$ cat config.mk
export PLATFORM = sky130hd
export DESIGN_NAME = pfgr_ctrl
export DESIGN_NICKNAME = d
export VERILOG_FILES = /design/src/rtl/pfgr_pkg.sv /design/src/rtl/pfgr_ctrl.sv
export SDC_FILE = /design/constraint.sdc
export NUM_CORES = 1
export LEC_CHECK = 0
export BUFFER_PORTS_ARGS = -buffer_cell sky130_fd_sc_hd__buf_2
export CAP_MARGIN = 15
export CORE_AREA = 2 2 39 41
export CTS_BUF_LIST = sky130_fd_sc_hd__clkbuf_8
export DETAILED_ROUTE_END_ITERATION = 8
export DIE_AREA = 0 0 41 43
export GPL_ROUTABILITY_DRIVEN = 1
export PLACE_DENSITY = 0.64
export SETUP_SLACK_MARGIN = 0.02
export SYNTH_ARGS = -nofsm -noshare
export SYNTH_HDL_FRONTEND = slang
export SYNTH_SLANG_ARGS = --single-unit
export TNS_END_PERCENT = 5
$ cat constraint.sdc
create_clock -name clk -period 4.03 [get_ports clk]
set_input_delay 0.403 -clock clk [delete_from_list [all_inputs] [get_ports clk]]
set_output_delay 0.403 -clock clk [all_outputs]
set_load 0.01 [all_outputs]
$ cat src/rtl/pfgr_pkg.sv
// Package for the proportional glyph renderer: transaction payload types,
// controller states, datapath step codes and status/command structs.
// No dependencies.
`timescale 1ns / 1ps
package pfgr_pkg;

	typedef enum logic [1:0] {
		OP_LOAD   = 2'd0,
		OP_CURSOR = 2'd1,
		OP_DRAW   = 2'd2,
		OP_NONE   = 2'd3
	} op_t;

	typedef enum logic [2:0] {
		CFG_FIXED_WIDTH  = 3'd0,
		CFG_OPAQUE       = 3'd1,
		CFG_ROTATE       = 3'd2,
		CFG_X_SCALE      = 3'd3,
		CFG_Y_SCALE      = 3'd4,
		CFG_CHAR_SPACE   = 3'd5,
		CFG_SCREEN_MAX_X = 3'd6,
		CFG_UNUSED       = 3'd7
	} cfg_idx_t;

	typedef struct packed {
		logic [1:0]  operation;
		logic [11:0] font_address;
		logic [7:0]  font_byte;
		logic [7:0]  char_code;
		logic [15:0] new_cursor_x;
		logic [15:0] new_cursor_y;
	} in_item_t;

	typedef struct packed {
		logic [15:0] screen_x;
		logic [15:0] screen_y;
		logic [63:0] ink_mask;
		logic [63:0] write_mask;
		logic [5:0]  advance;
		logic        last;
	} out_item_t;

	typedef enum logic [4:0] {
		ST_IDLE, ST_FS0, ST_FS1, ST_MAXW, ST_HGT, ST_FIRST, ST_CHK, ST_WID,
		ST_DIG, ST_WRAP, ST_SUM, ST_BASE, ST_COL, ST_BIT, ST_EMIT, ST_FIN
	} state_t;

	typedef enum logic [4:0] {
		STEP_NONE, STEP_ACCEPT, STEP_FS0, STEP_FS1, STEP_MAXW, STEP_HGT,
		STEP_FIRST, STEP_CHK, STEP_WID, STEP_DIG, STEP_WRAP, STEP_SUM,
		STEP_BASE, STEP_COL, STEP_BIT, STEP_EMIT, STEP_FIN
	} step_t;

	typedef struct packed {
		step_t step;
	} cmd_t;

	typedef struct packed {
		logic range_bad;
		logic wid_zero;
		logic sum_empty;
		logic sum_last;
		logic cols_none;
		logic col_full;
		logic sx_last;
		logic xc_last;
		logic out_free;
	} sts_t;

	localparam logic [7:0] CODE_NEWLINE = 8'h0a;
	localparam logic [7:0] CODE_ZERO    = 8'h30;
	localparam logic [7:0] CODE_NINE    = 8'h39;
	localparam logic [7:0] THAI_A_LO    = 8'hd4;
	localparam logic [7:0] THAI_A_HI    = 8'hda;
	localparam logic [7:0] THAI_B_LO    = 8'he7;
	localparam logic [7:0] THAI_B_HI    = 8'hec;
	localparam logic [7:0] THAI_MARK    = 8'hd1;
	localparam logic [7:0] WIDTH_TABLE  = 8'd7;

endpackage

$ cat src/rtl/pfgr_ctrl.sv
// Controller FSM of the glyph renderer: sequences header reads, width
// summing, column bit reads and result emission. Uses pfgr_pkg.
`timescale 1ns / 1ps
module pfgr_ctrl
	import pfgr_pkg::*;
(
	input  logic clk,
	input  logic arst_n,
	input  logic in_valid,
	input  logic [1:0] in_op,
	output logic in_ready,
	input  sts_t sts,
	output cmd_t cmd
);

	state_t state_q, state_d;

	always_ff @(posedge clk or negedge arst_n) begin
		if (!arst_n) state_q <= ST_IDLE;
		else state_q <= state_d;
	end

	always_comb begin
		state_d  = state_q;
		cmd.step = STEP_NONE;
		in_ready = 1'b0;
		case (state_q)
			ST_IDLE: begin
				in_ready = 1'b1;
				if (in_valid) begin
					cmd.step = STEP_ACCEPT;
					if (in_op == OP_DRAW) state_d = ST_FS0;
				end
			end
			ST_FS0:   begin cmd.step = STEP_FS0;   state_d = ST_FS1;   end
			ST_FS1:   begin cmd.step = STEP_FS1;   state_d = ST_MAXW;  end
			ST_MAXW:  begin cmd.step = STEP_MAXW;  state_d = ST_HGT;   end
			ST_HGT:   begin cmd.step = STEP_HGT;   state_d = ST_FIRST; end
			ST_FIRST: begin cmd.step = STEP_FIRST; state_d = ST_CHK;   end
			ST_CHK: begin
				cmd.step = STEP_CHK;
				state_d  = sts.range_bad ? ST_FIN : ST_WID;
			end
			ST_WID: begin
				cmd.step = STEP_WID;
				state_d  = sts.wid_zero ? ST_FIN : ST_DIG;
			end
			ST_DIG: begin cmd.step = STEP_DIG; state_d = ST_WRAP; end
			ST_WRAP: begin
				cmd.step = STEP_WRAP;
				state_d  = sts.sum_empty ? ST_BASE : ST_SUM;
			end
			ST_SUM: begin
				cmd.step = STEP_SUM;
				if (sts.sum_last) state_d = ST_BASE;
			end
			ST_BASE: begin
				cmd.step = STEP_BASE;
				state_d  = sts.cols_none ? ST_FIN : ST_COL;
			end
			ST_COL: begin
				cmd.step = STEP_COL;
				state_d  = sts.col_full ? ST_EMIT : ST_BIT;
			end
			ST_BIT: begin cmd.step = STEP_BIT; state_d = ST_COL; end
			ST_EMIT: begin
				if (sts.out_free) begin
					cmd.step = STEP_EMIT;
					if (sts.sx_last) state_d = sts.xc_last ? ST_FIN : ST_COL;
				end
			end
			ST_FIN: begin
				if (sts.out_free) begin
					cmd.step = STEP_FIN;
					state_d  = ST_IDLE;
				end
			end
			default: state_d = ST_IDLE;
		endcase
	end

`ifndef NO_ASSERTIONS
	a_draw_start: assert property (@(posedge clk) disable iff (!arst_n)
		(state_q == ST_IDLE && in_valid && in_op == OP_DRAW) |=> state_q == ST_FS0)
		else $error("draw accept did not start header reads");
	a_fin_done: assert property (@(posedge clk) disable iff (!arst_n)
		(state_q == ST_FIN && sts.out_free) |=> state_q == ST_IDLE)
		else $error("final result did not return to idle");
	a_emit_hold: assert property (@(posedge clk) disable iff (!arst_n)
		(state_q == ST_EMIT && !sts.out_free) |=> state_q == ST_EMIT)
		else $error("left emit while output stalled");
`endif

endmodule

After elaboration in Yosys (flattened, before gate mapping)
Index checks and enable logic that the tools add are counted.
Widths: inputs -> output; s select.
{"block": "word_totals", "wordCells": 43, "regBits": 5, "output_inout_bits": 6, "in_bits": 14}
{"block": "op_classes", "n_eq_ne": 22, "n_reduce_logical": 2, "n_mux": 18}
{"cell": "$pmux 5 s16", "n": 2}
{"cell": "$eq 5x4->1 const B", "n": 8}
{"cell": "$mux 5", "n": 7}
{"cell": "$eq 5x3->1 const B", "n": 4}
{"cell": "$ne 2x2->1 const B", "n": 6}
{"cell": "$eq 5x2->1 const B", "n": 2}
{"cell": "$mux 4", "n": 2}
{"cell": "$mux 2", "n": 3}
{"cell": "$reduce_and 6->1", "n": 1}
{"cell": "$eq 5x1->1 const B", "n": 1}
{"cell": "$logic_not 5->1", "n": 1}
{"cell": "$mux 1", "n": 3}
{"cell": "$mux 3", "n": 1}
{"cell": "$eq 2x2->1 const B", "n": 1}

Longest topological paths before layout
{"block": "logic_depth", "word_depth": 4, "mapped_depth": 6, "depth_no_buf": 4}

Worst setup path before layout
Ideal clock, no wire load.
{"block": "synth_timing", "path_type": "reg-to-output", "startpoint": "reg state_q[2]", "endpoint": "out cmd[0] (netlist name)", "stages_incl_launch_ff": 4, "arrival_ns": 1.081, "n_path_buf": 1, "path_slack_ns": 2.546, "t_required_ns": 3.627, "path_cell_list": "dfrtp_1 > and2_1 > buf_2 > a311oi_1"}
{"element": "start, declared", "line_no": "pfgr_ctrl.sv:16", "source": "state_t state_q, state_d;"}
{"element": "start signal, assigned", "line_no": "pfgr_ctrl.sv:20", "source": "else state_q <= state_d;"}
{"element": "end, declared", "line_no": "pfgr_ctrl.sv:13", "source": "output cmd_t cmd"}

==> reports/summary.md <==
The run finished with clean final reports. The number of clock buffers added by TritonCTS is 3. The mean post-synth cell area works out to 7.55 um2. For the count of synthesis-stage warnings from yosys, the log shows 0. The critical path goes through and2_1 > nand3_1 > nor2_1 > buf_2. The synthesized instance count is 59. The average wire per cell in the routed design is 12.2 um, and the number of placed cells counting well taps is 88.

Synthesis inferred 4 register bits. Prior to clock tree synthesis, the placed netlist has a worst setup slack of 2.34 ns. The max-slew headroom at the worst pin came out at 0.609. The run gives 73 as the post-synth net total. The run gives 0.156 as the total routing resource utilization after global routing. The worst-case setup margin in the final layout came out at 2.09 ns.

The first global-routing pass estimated 1.75 mm of wire. The tools report the initial core utilization as 0.322. Once detail routing completed, the nets flagged for antenna violations numbered 0. In this run the register-to-register setup slack is 2.45 ns. Entering global routing, the biggest net connects 21 pins.

The floorplan step set the die height to 43 um. After synthesis, the most frequently instantiated cells are sky130_fd_sc_hd__nor2_1 (8), sky130_fd_sc_hd__o21ai_0 (6), sky130_fd_sc_hd__a21oi_1 (5). At the end of the flow, the number of nets in the layout was 92.

The core area came out at 1380 um2. The most frequently used cell type in the post-synthesis netlist was sky130_fd_sc_hd__nor2_1. The fraction of the cycle the final worst path needs was 0.481; the number of port buffers was 19. The cell sitting at the root of the clock tree is a sky130_fd_sc_hd__clkbuf_8.

Clock latency on the worst-skew pair, taken at its later pin, is 0.22 ns. Tracing the worst setup path back leads to its startpoint at state_q[2]. The master of the slowest instance on the critical path was sky130_fd_sc_hd__dfrtp_1.

Sorting the synthesized cells by area gives the leading types as sky130_fd_sc_hd__dfrtp_1 (22%), sky130_fd_sc_hd__o21ai_0 (6.7%), sky130_fd_sc_hd__nand3b_1 (6.7%). Of all nets on the critical path, the largest fanout is 15. The async set or reset register ratio after synthesis works out to 1.00. The repair_antennas step left the layout with diodes totalling 0. Setup repair after global routing left no endpoint under its margin. Cell depth of the worst flop-to-flop path: 4. The number of antenna violations at the first check in global routing is 0. The largest total area in the synthesized netlist belongs to sky130_fd_sc_hd__dfrtp_1.

Most instantiated flip-flop cell in the synthesis netlist: sky130_fd_sc_hd__dfrtp_1. In the final layout, the multi-input gates occupy 295 um2. For the finished layout, the period the worst path requires is 1.94 ns.

The logs give 11 for the starting DRC count in detailed routing and 505 for the via count of the routed design. The largest register by flop count was state_q. Registers take 100 um2. Buffers added to address setup during post-CTS repair amount to 0.

STA puts the critical path data required time at 3.63 ns. The register area share after synthesis was 0.225; the clock tree buffer depth was 2. For the peak clock frequency supported by timing, the log shows 0.516 GHz. The largest registers in the layout are state_q (4).

For the number of distinct library cells after synthesis, the log shows 26. For this design the top-level I/O count stands at 20. The final setup violation count is 0. The run gives 0 as the remaining design rule violation count. The worst register-to-register path begins at state_q[0]. The tools report the arrival time reported for the critical path endpoint as 1.54 ns.

TritonCTS built the clock tree. Area share of the leading cell type in the synthesized netlist: 0.225. Worst hold path class: input pin to flip-flop. The floorplan has 14 rows. The tools report the number of H-tree branching levels as 1. The worst setup skew after layout came out at 0.00462 ns.

The placer congestion estimate was 0.752. Dividing the detail-routed via count by the number of cells gives 5.49. Counting flops with a built-in enable in the synthesized netlist gives 0. On the worst path, the slowest cell contributes a delay of 0.57 ns. After clock tree synthesis, the clock-pin slew on the worst setup and hold paths is 0.03 ns. The proportion of layout cells with a drive suffix above 1 was 0.342. The type of the worst setup path was flip-flop to output port. The tools report the count of final hold-check violations as 0. The HPWL after detailed placement is 821 um. Summed over all layers, the routed wires come to 1.13 mm. For the utilization after layout, the log shows 0.414. STA classifies the critical path startpoint as a flip-flop. The floorplan step defined a die boundary enclosing 1760 um2. The via count of the first global-routing pass is 412, and the width of the die is 41 um. The logs give 0 for the number of pins with negative max-slew slack in the final report and 445 um2 for the total standard cell area after synthesis. Endpoint of the lowest-slack register-to-register path: state_q[0]. The filler cell count in the final layout was 140. For this run, the detailed router's first-pass iteration total came to 4. For this run the aggregate overflow at the end of global routing stands at 0. The number of flip-flops under the largest register name was 4; the total power draw was 471 uW. STA classifies the critical path endpoint as an output port. Relative to the synthesized area, the layout overhead comes to 28.7%. Following the worst setup path forward leads to its endpoint at cmd[4]. Power spread over the standard cell area amounts to 822 nW/um2. The transition at the pin with the smallest max-transition slack is 0.586 ns, and the max-cap violation count is 0.

The analysis attributes to cell leakage a power of 0.263 nW. The count of cells in the finished layout, fillers not included, comes to 92. The worst-case IR drop observed on VDD is 0.238 mV.

Counting every sink on the clock net gives 4. The final total negative setup slack was 0 ns.
==> through the flow <==
stage	area, um2	hold WS [ns]
6_report	573	0.441
5_1_grt	573	0.481
4_1_cts	573	0.445
3_5_place_dp	522	0.210
3_3_place_gp	522	0.209
2_1_floorplan	445	0.107
==> final cells by class <==
| type | count | share of cell area |
|---|---|---|
| sequential | 4 | 0.175 |
| tap | 16 | 0.0349 |
| inverter | 3 | 0.0197 |
| timing repair buffer | 20 | 0.183 |
| clock buffer | 3 | 0.0721 |
| multi-input combinational | 46 | 0.515 |
==> power breakdown <==
| group | switching (mW) | leakage, nW | internal, mW |
|---|---|---|---|
| Clock | 0.0234 | 0.0216 | 0.0639 |
| Sequential | 0.0735 | 0.0443 | 0.0601 |
| Combinational | 0.124 | 0.197 | 0.126 |
==> layout by cell type, fill, tap and decap left out <==
cell,count
sky130_fd_sc_hd__a211o_1,1
sky130_fd_sc_hd__a21oi_1,5
sky130_fd_sc_hd__a221o_1,1
sky130_fd_sc_hd__a311oi_1,1
sky130_fd_sc_hd__a31oi_1,2
sky130_fd_sc_hd__a32oi_2,1
sky130_fd_sc_hd__and2_1,1
sky130_fd_sc_hd__buf_2,19
sky130_fd_sc_hd__clkbuf_8,3
sky130_fd_sc_hd__dfrtp_1,4
sky130_fd_sc_hd__dlygate4sd3_1,1
sky130_fd_sc_hd__inv_1,3
sky130_fd_sc_hd__mux2_2,1
sky130_fd_sc_hd__mux2i_1,1
sky130_fd_sc_hd__nand2_1,3
sky130_fd_sc_hd__nand3_1,3
sky130_fd_sc_hd__nand3b_1,4
sky130_fd_sc_hd__nor2_1,8
sky130_fd_sc_hd__nor2b_1,2
sky130_fd_sc_hd__nor3_1,1
sky130_fd_sc_hd__nor4_1,1
sky130_fd_sc_hd__nor4_2,1
sky130_fd_sc_hd__o211ai_1,1
sky130_fd_sc_hd__o21ai_0,6
sky130_fd_sc_hd__o2bb2ai_1,1
sky130_fd_sc_hd__o31a_4,1
==> timing repair <==
item	CTS	global route
resized for setup	0	0
hold buffers	1	0
endpoints found under the hold margin	4	0
==> routing by layer <==
| layer | vias up | share of wire | GRT usage | wire (um) |
|---|---|---|---|---|
| met5 | - | 0 | 0 | 0 |
| met4 | 0 | 0.029 | 0.140 | 33 |
| met3 | 3 | 0.064 | 0.0314 | 72 |
| met2 | 15 | 0.49 | 0.213 | 555 |
| met1 | 237 | 0.41 | 0.196 | 465 |
| li1 | 250 | - | - | - |
==> worst max-delay path: cells and delay by family (launching register included) <==
kind          cells  cell delay [ns]
flops             1             0.57
simple gates      3             0.59
buf+inv           1             0.15
==> worst min-delay path by stage <==
| stage | from | end | cells past startpoint |
|---|---|---|---|
| 3_3_place_gp | arst_n | state_q[3] | 1 |
| 3_5_place_dp | arst_n | state_q[0] | 1 |
| 5_1_grt | sts[0] | state_q[0] | 2 |
| 4_1_cts | sts[0] | state_q[0] | 2 |
| 2_1_floorplan | arst_n | state_q[0] | 0 |
| 6_report | sts[0] | state_q[0] | 2 |
==> cell families after synthesis <==
group                  after synthesis  synth area share
DFF                                  4             0.225
muxes                                2            0.0478
AOI/OAI and AO/OA                   20             0.326
buffers and inverters                9             0.112
and+or+nand+nor                     24             0.289
Power figures use the tool's default switching activity.
